--- src/design/ps2dt_pkg.sv ---
// Package for the PS/2 device-side transceiver.
// Holds the item structs, phase and bus codes and the configuration constants.
// No dependencies.
`default_nettype none

package ps2dt_pkg;

  localparam int unsigned TICK_BITS_DEFAULT = 20;
  localparam int unsigned QUARTER_W         = 16;
  localparam int unsigned GAP_W             = 20;
  localparam int unsigned CFG_IDX_W         = 2;
  localparam int unsigned CFG_DATA_W        = 20;

  localparam logic [31:0] QUARTER_RESET = 32'd1000;
  localparam logic [31:0] GAP_RESET     = 32'd25000;

  // Frame bit positions: start, data 1..8, parity, stop/ack.
  localparam logic [3:0] BIT_FIRST_DATA = 4'd1;
  localparam logic [3:0] BIT_LAST_DATA  = 4'd8;
  localparam logic [3:0] BIT_PARITY     = 4'd9;
  localparam logic [3:0] BIT_LAST       = 4'd10;

  localparam logic [1:0] QUARTER_LAST = 2'd3;

  typedef enum logic [CFG_IDX_W-1:0] {
    CFG_QUARTER = 2'd0,
    CFG_GAP     = 2'd1
  } cfg_idx_e;

  typedef enum logic [1:0] {
    BUS_IDLE    = 2'd0,
    BUS_INHIBIT = 2'd1,
    BUS_RTS     = 2'd2
  } bus_e;

  typedef enum logic [3:0] {
    PH_IDLE = 4'b0001,
    PH_GAP  = 4'b0010,
    PH_TX   = 4'b0100,
    PH_RX   = 4'b1000
  } phase_e;

  typedef struct packed {
    logic       clk_line;
    logic       data_line;
    logic       tx_valid;
    logic [7:0] tx_byte;
  } in_item_t;

  typedef struct packed {
    logic       clk_drive_low;
    logic       data_drive_low;
    bus_e       bus_state;
    logic       busy_res;
    logic       tx_done;
    logic       tx_rejected;
    logic       rx_valid;
    logic [7:0] rx_byte;
    logic       rx_parity_ok;
  } res_item_t;

endpackage

`default_nettype wire

--- src/design/ps2_device_transceiver_core.sv ---
// Top level of the PS/2 device-side transceiver: input register, frame engine,
// result register and configuration registers. Depends on ps2dt_pkg,
// ps2dt_cfg and ps2dt_engine.
//
//   channel   direction  handshake               payload
//   in        input      in_valid_i/in_ready_o    clk_line, data_line, tx_valid, tx_byte
//   out       output     out_valid_o/out_ready_i  drives, bus_state, status pulses, rx byte
//   cfg       input      cfg_we_i                 cfg_idx_i, cfg_wdata_i
//
// One item is taken every clock unless the result side stalls; each item gives
// one result: input register, then the engine step into the result register.
// The engine step is one pass of narrow counter compares and selects.
// A stalled result holds the result register, the input register and the
// engine state; in_ready_o drops only once the input register is also full.
// Reset puts the engine idle and loads the default quarter period and byte gap.
`default_nettype none

module ps2_device_transceiver_core #(
  parameter int unsigned TICK_COUNTER_BITS = ps2dt_pkg::TICK_BITS_DEFAULT
) (
  input  wire logic                             clk_i,
  input  wire logic                             rst_ni,
  input  wire logic                             in_valid_i,
  output logic                                  in_ready_o,
  input  wire logic                             clk_line_i,
  input  wire logic                             data_line_i,
  input  wire logic                             tx_valid_i,
  input  wire logic [7:0]                       tx_byte_i,
  output logic                                  out_valid_o,
  input  wire logic                             out_ready_i,
  output logic                                  clk_drive_low_o,
  output logic                                  data_drive_low_o,
  output logic      [1:0]                       bus_state_o,
  output logic                                  busy_res_o,
  output logic                                  tx_done_o,
  output logic                                  tx_rejected_o,
  output logic                                  rx_valid_o,
  output logic      [7:0]                       rx_byte_o,
  output logic                                  rx_parity_ok_o,
  input  wire logic                             cfg_we_i,
  input  wire logic [ps2dt_pkg::CFG_IDX_W-1:0]  cfg_idx_i,
  input  wire logic [ps2dt_pkg::CFG_DATA_W-1:0] cfg_wdata_i
);
  import ps2dt_pkg::*;

  logic      in_valid_q;
  in_item_t  in_item_q;
  logic      out_valid_q;
  res_item_t res_q;
  res_item_t res_d;
  logic      advance;

  logic [TICK_COUNTER_BITS-1:0] quarter_lim;
  logic [TICK_COUNTER_BITS-1:0] gap_lim;

  // The engine steps when the input register holds an item and the result
  // register is free or being emptied in this cycle.
  assign advance    = !out_valid_q || out_ready_i;
  assign in_ready_o = !in_valid_q || advance;

  always_ff @(posedge clk_i or negedge rst_ni) begin
    if (!rst_ni) begin
      in_valid_q  <= 1'b0;
      out_valid_q <= 1'b0;
    end else begin
      if (in_ready_o) begin
        in_valid_q <= in_valid_i;
      end
      if (advance) begin
        out_valid_q <= in_valid_q;
      end
    end
  end

  always_ff @(posedge clk_i) begin
    if (in_ready_o && in_valid_i) begin
      in_item_q.clk_line  <= clk_line_i;
      in_item_q.data_line <= data_line_i;
      in_item_q.tx_valid  <= tx_valid_i;
      in_item_q.tx_byte   <= tx_byte_i;
    end
    if (advance && in_valid_q) begin
      res_q <= res_d;
    end
  end

  ps2dt_cfg #(
    .TICK_COUNTER_BITS(TICK_COUNTER_BITS)
  ) u_cfg (
    .clk_i         (clk_i),
    .rst_ni        (rst_ni),
    .cfg_we_i      (cfg_we_i),
    .cfg_idx_i     (cfg_idx_i),
    .cfg_wdata_i   (cfg_wdata_i),
    .quarter_lim_o (quarter_lim),
    .gap_lim_o     (gap_lim)
  );

  ps2dt_engine #(
    .TICK_COUNTER_BITS(TICK_COUNTER_BITS)
  ) u_engine (
    .clk_i         (clk_i),
    .rst_ni        (rst_ni),
    .step_i        (advance && in_valid_q),
    .item_i        (in_item_q),
    .quarter_lim_i (quarter_lim),
    .gap_lim_i     (gap_lim),
    .res_o         (res_d)
  );

  assign out_valid_o      = out_valid_q;
  assign clk_drive_low_o  = res_q.clk_drive_low;
  assign data_drive_low_o = res_q.data_drive_low;
  assign bus_state_o      = res_q.bus_state;
  assign busy_res_o       = res_q.busy_res;
  assign tx_done_o        = res_q.tx_done;
  assign tx_rejected_o    = res_q.tx_rejected;
  assign rx_valid_o       = res_q.rx_valid;
  assign rx_byte_o        = res_q.rx_byte;
  assign rx_parity_ok_o   = res_q.rx_parity_ok;

endmodule

`default_nettype wire

--- src/design/ps2dt_cfg.sv ---
// Configuration registers of the PS/2 transceiver.
// Stores the quarter period and byte gap already clamped to the tick counter range.
// Depends on ps2dt_pkg.
`default_nettype none

module ps2dt_cfg #(
  parameter int unsigned TICK_COUNTER_BITS = ps2dt_pkg::TICK_BITS_DEFAULT
) (
  input  wire logic                                 clk_i,
  input  wire logic                                 rst_ni,
  input  wire logic                                 cfg_we_i,
  input  wire logic [ps2dt_pkg::CFG_IDX_W-1:0]      cfg_idx_i,
  input  wire logic [ps2dt_pkg::CFG_DATA_W-1:0]     cfg_wdata_i,
  output logic      [TICK_COUNTER_BITS-1:0]         quarter_lim_o,
  output logic      [TICK_COUNTER_BITS-1:0]         gap_lim_o
);
  import ps2dt_pkg::*;

  localparam int unsigned CW = TICK_COUNTER_BITS;

  // Clamp to the largest counter value; the quarter period never drops below one.
  function automatic logic [CW-1:0] sat_lim(input logic [31:0] v, input logic min_one);
    logic [32:0] m;
    logic [32:0] r;
    m = (33'd1 << CW) - 33'd1;
    r = ({1'b0, v} > m) ? m : {1'b0, v};
    if (min_one && (r == 33'd0)) begin
      r = 33'd1;
    end
    return r[CW-1:0];
  endfunction

  localparam logic [CW-1:0] QUARTER_LIM_RST = sat_lim(QUARTER_RESET, 1'b1);
  localparam logic [CW-1:0] GAP_LIM_RST     = sat_lim(GAP_RESET, 1'b0);

  logic [CW-1:0] quarter_lim_q, quarter_lim_d;
  logic [CW-1:0] gap_lim_q, gap_lim_d;

  always_comb begin
    quarter_lim_d = quarter_lim_q;
    gap_lim_d     = gap_lim_q;
    if (cfg_we_i) begin
      case (cfg_idx_e'(cfg_idx_i))
        CFG_QUARTER: quarter_lim_d = sat_lim(32'(cfg_wdata_i[QUARTER_W-1:0]), 1'b1);
        CFG_GAP:     gap_lim_d     = sat_lim(32'(cfg_wdata_i[GAP_W-1:0]), 1'b0);
        default: begin
        end
      endcase
    end
  end

  always_ff @(posedge clk_i or negedge rst_ni) begin
    if (!rst_ni) begin
      quarter_lim_q <= QUARTER_LIM_RST;
      gap_lim_q     <= GAP_LIM_RST;
    end else begin
      quarter_lim_q <= quarter_lim_d;
      gap_lim_q     <= gap_lim_d;
    end
  end

  assign quarter_lim_o = quarter_lim_q;
  assign gap_lim_o     = gap_lim_q;

endmodule

`default_nettype wire

--- src/design/ps2dt_engine.sv ---
// Frame engine of the PS/2 transceiver: phase, bit timing and shift state.
// Advances one tick per step and forms that tick's result item.
// Depends on ps2dt_pkg.
`default_nettype none

module ps2dt_engine #(
  parameter int unsigned TICK_COUNTER_BITS = ps2dt_pkg::TICK_BITS_DEFAULT
) (
  input  wire logic                          clk_i,
  input  wire logic                          rst_ni,
  input  wire logic                          step_i,
  input  wire ps2dt_pkg::in_item_t           item_i,
  input  wire logic [TICK_COUNTER_BITS-1:0]  quarter_lim_i,
  input  wire logic [TICK_COUNTER_BITS-1:0]  gap_lim_i,
  output ps2dt_pkg::res_item_t               res_o
);
  import ps2dt_pkg::*;

  localparam int unsigned CW = TICK_COUNTER_BITS;

  phase_e        phase_q, phase_d;
  logic [CW-1:0] tick_q, tick_d;
  logic [1:0]    quarter_q, quarter_d;
  logic [3:0]    bit_q, bit_d;
  logic [7:0]    shift_q, shift_d;
  logic          par_acc_q, par_acc_d;
  logic          par_seen_q, par_seen_d;

  bus_e    bus;
  logic    clk_low_quarter;
  logic    quarter_tick_end;
  logic    gap_end;
  logic    bit_end;
  logic    data_bit;
  logic    tx_level;
  logic [CW:0] tick_inc;

  always_comb begin
    if (!item_i.clk_line) begin
      bus = BUS_INHIBIT;
    end else if (!item_i.data_line) begin
      bus = BUS_RTS;
    end else begin
      bus = BUS_IDLE;
    end
  end

  assign tick_inc         = {1'b0, tick_q} + {{CW{1'b0}}, 1'b1};
  assign quarter_tick_end = tick_inc >= {1'b0, quarter_lim_i};
  assign gap_end          = tick_inc >= {1'b0, gap_lim_i};
  assign bit_end          = quarter_tick_end && (quarter_q == QUARTER_LAST);
  assign clk_low_quarter  = (quarter_q == 2'd1) || (quarter_q == 2'd2);
  assign data_bit         = (bit_q >= BIT_FIRST_DATA) && (bit_q <= BIT_LAST_DATA);

  always_comb begin
    if (bit_q == 4'd0) begin
      tx_level = 1'b0;
    end else if (bit_q <= BIT_LAST_DATA) begin
      tx_level = shift_q[0];
    end else if (bit_q == BIT_PARITY) begin
      tx_level = par_acc_q;
    end else begin
      tx_level = 1'b1;
    end
  end

  always_comb begin
    phase_d    = phase_q;
    tick_d     = tick_q;
    quarter_d  = quarter_q;
    bit_d      = bit_q;
    shift_d    = shift_q;
    par_acc_d  = par_acc_q;
    par_seen_d = par_seen_q;

    res_o                = '0;
    res_o.bus_state      = bus;
    res_o.busy_res       = (phase_q != PH_IDLE);
    res_o.tx_rejected    = item_i.tx_valid && ((phase_q != PH_IDLE) || (bus != BUS_IDLE));

    // Shared bit timer for transmit and receive frames.
    if ((phase_q == PH_TX) || (phase_q == PH_RX)) begin
      if (quarter_tick_end) begin
        tick_d    = '0;
        quarter_d = bit_end ? 2'd0 : quarter_q + 2'd1;
      end else begin
        tick_d = tick_inc[CW-1:0];
      end
    end

    case (phase_q)
      PH_IDLE: begin
        if (item_i.tx_valid && (bus == BUS_IDLE)) begin
          shift_d   = item_i.tx_byte;
          par_acc_d = 1'b1;
          tick_d    = '0;
          quarter_d = 2'd0;
          bit_d     = 4'd0;
          phase_d   = (gap_lim_i == '0) ? PH_TX : PH_GAP;
        end else if (bus == BUS_RTS) begin
          shift_d    = 8'd0;
          par_acc_d  = 1'b1;
          par_seen_d = 1'b0;
          tick_d     = '0;
          quarter_d  = 2'd0;
          bit_d      = 4'd0;
          phase_d    = PH_RX;
        end
      end
      PH_GAP: begin
        if (gap_end) begin
          tick_d    = '0;
          quarter_d = 2'd0;
          bit_d     = 4'd0;
          phase_d   = PH_TX;
        end else begin
          tick_d = tick_inc[CW-1:0];
        end
      end
      PH_TX: begin
        res_o.clk_drive_low  = clk_low_quarter;
        res_o.data_drive_low = ~tx_level;
        if (bit_end) begin
          if (data_bit) begin
            par_acc_d = par_acc_q ^ shift_q[0];
            shift_d   = {1'b0, shift_q[7:1]};
          end
          if (bit_q >= BIT_LAST) begin
            res_o.tx_done = 1'b1;
            bit_d         = 4'd0;
            phase_d       = PH_IDLE;
          end else begin
            bit_d = bit_q + 4'd1;
          end
        end
      end
      PH_RX: begin
        res_o.clk_drive_low  = clk_low_quarter;
        res_o.data_drive_low = (bit_q == BIT_LAST) && (quarter_q != 2'd0);
        // The host's data is sampled at the very start of each bit, before the clock is driven low.
        if ((quarter_q == 2'd0) && (tick_q == '0)) begin
          if (data_bit) begin
            shift_d   = {item_i.data_line, shift_q[7:1]};
            par_acc_d = par_acc_q ^ item_i.data_line;
          end else if (bit_q == BIT_PARITY) begin
            par_seen_d = item_i.data_line;
          end
        end
        if (bit_end) begin
          if (bit_q >= BIT_LAST) begin
            res_o.rx_valid     = 1'b1;
            res_o.rx_byte      = shift_q;
            res_o.rx_parity_ok = (par_seen_q == par_acc_q);
            bit_d              = 4'd0;
            phase_d            = PH_IDLE;
          end else begin
            bit_d = bit_q + 4'd1;
          end
        end
      end
      default: begin
        phase_d = PH_IDLE;
      end
    endcase
  end

  always_ff @(posedge clk_i or negedge rst_ni) begin
    if (!rst_ni) begin
      phase_q    <= PH_IDLE;
      tick_q     <= '0;
      quarter_q  <= 2'd0;
      bit_q      <= 4'd0;
      shift_q    <= 8'd0;
      par_acc_q  <= 1'b1;
      par_seen_q <= 1'b0;
    end else if (step_i) begin
      phase_q    <= phase_d;
      tick_q     <= tick_d;
      quarter_q  <= quarter_d;
      bit_q      <= bit_d;
      shift_q    <= shift_d;
      par_acc_q  <= par_acc_d;
      par_seen_q <= par_seen_d;
    end
  end

endmodule

`default_nettype wire

--- config.mk ---
export PLATFORM = sky130hd
export DESIGN_NAME = ps2_device_transceiver_core
export DESIGN_NICKNAME = d
export VERILOG_FILES = /design/src/design/ps2dt_pkg.sv /design/src/design/ps2_device_transceiver_core.sv /design/src/design/ps2dt_cfg.sv /design/src/design/ps2dt_engine.sv
export SDC_FILE = /design/constraint.sdc
export NUM_CORES = 1
export LEC_CHECK = 0
export ABC_AREA = 1
export BUFFER_PORTS_ARGS = -buffer_cell sky130_fd_sc_hd__buf_2
export CORE_UTILIZATION = 45
export CTS_CLUSTER_DIAMETER = 100
export CTS_CLUSTER_SIZE = 24
export DETAILED_ROUTE_END_ITERATION = 6
export GPL_TIMING_DRIVEN = 0
export PLACE_DENSITY_LB_ADDON = 0.08
export SYNTH_ARGS = -nofsm -noshare
export SYNTH_HDL_FRONTEND = slang
export SYNTH_SLANG_ARGS = --single-unit
--- constraint.sdc ---
create_clock -name clk_i -period 6.9 [get_ports clk_i]
set_input_delay 2.07 -clock clk_i [delete_from_list [all_inputs] [get_ports clk_i]]
set_output_delay 2.07 -clock clk_i [all_outputs]
set_load 0.02 [all_outputs]
==> results.md <==
* DIE AREA at 15,400 um^2
* Hold WC Path Type: reg2reg
* Max Transition Viols Final at 0
* Clk_lat worst skew at roughly 0.37 ns
* Worst slew pin tran at 0.631 ns
* Post-cts resize count at 0
* Input/output buffers at between 50 and 60
* Synth Instances at slightly below 900
* Global router's overall resource usage at 0.239
* WL met2 at 8460 um
* Final Util at 0.521
* WL met1 at a little over 8000 um
* Largest net degree at the start of global routing at 56
* First-pass GRT wire length at around 30,000 um
* TritonCTS Sinks at between 100 and 150
* Die Wd at between 100 and 150 um
* Worst reg2reg endpoint: u_engine.shift_q[3]
* Root buf cell: clkbuf_16
* CTS clk-pin slew, worst paths at 0.07 ns
* Commonest cells post-synth: nand2_1 (168), inv_1 (127), a21oi_1 (101)
* Final setup violation count at 0
* Drt drc at 0
* Hold Worst Slack at 0.473 ns
* Reg area at about 2800 um^2
* Vias per std cell at 5.14
* Critical Path RT at 4.83 ns
* P_leak at between 3 and 4 nW
* Boundary pin count at 57
* Total Wirelength at 17,600 um
* Initial core utilization at 0.463
* Most common cell in the netlist: nand2_1
* Worst setup path start: out_ready_i
* Clk buf depth at 2
* Layout Skew at 0.0118 ns
* Drt wl/cell at 15.6 um
* Post-synthesis average cell area at 7.73 um^2
* Element type at the critical path end: output pin
* Num CTS Buffers at 9
* Routed Antenna Nets at 0
* Met3 wire length at 665 um
* Number of setup buffers added after CTS at 0
* Multi-input logic area at 3290 um^2
* RSZ-0062 raised after global routing: no
* Sequential share of the synthesized area at 0.418
* Initial drt markers at roughly 350
* Row count at 44
* Layout fillers at 1,468
* Final Hold Viols at 0
* Slew margin rel. at 0.579
* Asr flop ratio synth at 0.736
* Tcrit/Tclk final at 0.664
* Critical path class: in2out
* Die span in y at 124 um
* Critical path peak fanout at 3
* Top cell type's share of synthesized area at 0.238
* Area Growth Syn to Fin at 12.7%
* Fmax at 218 MHz
* Post-CTS Hold Buffers at 0
* Leading area contributor after synthesis: dfrtp_1
* Mapped Area at approximately 6700 um^2
* Synth Flop Type: dfrtp_1
* Via count at 5,796
* Syn_nets at 951
* CTS tree: built
* Worst IR Drop VDD at 197 uV
* Initial antenna violation count at 0
* R2r setup slk at 3.19 ns
* Status: completed
* Distinct cells, synth at 44
* Max cap viols at 0
* YS warnings at 0
* Remaining global-route overflow at 0
* Synth top area cells: dfrtp_1 (24%), edfxtp_1 (13%), nand2_1 (9.4%)
* Layout cells sized above 1 at 0.140
* Yosys reg bits at 106
* H-tree Lvls at 3
* Power Density at approximately 400 nW/um^2
* Antenna diode count at 0
* Post-synth EDFFs at 28
* Worst Setup EP: in_ready_o
* Final min period at 4.58 ns
* RD Place Congestion at just over 0.9
* Sum Neg Setup Slack at 0 ns
* Highest routed layer: met4
* HPWL after DPL at 13,400 um
* R2r worst-path depth at 22
* Worst Setup Start Kind: input port
* Core area at around 15,000 um^2
* Reg2reg start: u_engine.tick_q[0]
* Crit path DAT at 2.51 ns
* # nets final at 1,019
* Vias in the first global route at ~5,600
* 1st-pass router iterations at 4
-- registers in the layout, summed over array words and instances (netlist names), 2 cells and up --
register,cells
u_engine.bit_q,4
u_engine.tick_q,20
u_engine.shift_q,8
u_engine.phase_q,4
in_item_q,11
u_cfg.gap_lim_o,20
rx_byte_o,8
bus_state_o,2
u_cfg.quarter_lim_o,16
u_engine.quarter_q,2
-- layout make-up --
type | instances | area share
Buffer | 26 | 0.0172
Sequential cell | 106 | 0.371
Timing Repair Buffer | 57 | 0.0410
Inverter | 131 | 0.0651
Tap cell | 184 | 0.0304
Clock inverter | 7 | 0.0114
Clock buffer | 9 | 0.0297
Multi-Input combinational cell | 607 | 0.434
-- per-stage QoR --
stage / power, mW / area (um^2) / std cells / setup WS (ns)
floorplan: 2.05 / 6720 / 870 / 2.51
global placement: 2.45 / 7230 / 1110 / 2.34
detailed placement: 2.47 / 7260 / 1111 / 2.34
CTS: 3.03 / 7570 / 1127 / 2.33
global route: 3.30 / 7570 / 1127 / 2.30
finish: 3.02 / 7570 / 1127 / 2.32
-- how the worst min path moves through the flow --
stage / start / to / slack [ns] / cells after the start
2_1_floorplan: u_engine.shift_q[1] / u_engine.shift_q[1] / 0.44 / 2
3_5_place_dp: u_engine.shift_q[6] / u_engine.shift_q[6] / 0.46 / 2
6_report: u_engine.shift_q[1] / u_engine.shift_q[1] / 0.47 / 2
5_1_grt: u_engine.shift_q[3] / u_engine.shift_q[3] / 0.49 / 2
3_3_place_gp: u_engine.shift_q[3] / u_engine.shift_q[3] / 0.45 / 2
4_1_cts: u_engine.shift_q[6] / u_engine.shift_q[6] / 0.48 / 2
-- critical path, cell delays in order --
cell and delay [ns]:
buf_2 0.10, inv_1 0.06, nand3_1 0.10, buf_2 0.18
-- cells in the final DEF (no fill, tap or decap), types with 2 or more instances in the layout --
master     instances
nand2_1          168
inv_1            127
a21oi_1          101
nor2_1            96
dfrtp_1           64
nand3_1           62
buf_2             60
ha_1              43
o21ai_0           42
edfxtp_1          28
nand4_1           16
clkbuf_1          14
dfstp_2           14
nor4_1            12
xor2_1            10
clkbuf_16          9
nor2_2             8
nand2_2            7
a31oi_1            6
buf_4              4
or2_2              4
nand3b_1           3
nor2_4             3
clkinv_1           3
nand2_4            3
a211oi_1           3
nand4_2            2
o21ai_1            2
nand3_2            2
nor3_1             2
o211ai_1           2
buf_6              2
buf_1              2
inv_6              2
-- where the power goes --
group	total, mW	switching (mW)	internal, mW
Sequential	0.966	0.150	0.816
Combinational	1.50	0.997	0.507
Clock	0.549	0.260	0.289
Total	3.02	1.41	1.61
-- cells by family after synthesis --
kind of cell	after synthesis	synth area share
simple gates	390	0.265
buf+inv	157	0.0927
xor+xnor	11	0.0154
compound gates	163	0.129
flops	106	0.418
fa+ha+maj	43	0.0800
-- routing by layer --
layer  up-vias  GRT usage
li1       2999          -
met2       105      0.401
met5         -          0
met3        17     0.0457
met4         0     0.0617
met1      2675      0.316
Note: power is estimated with default switching activity, not from simulation.
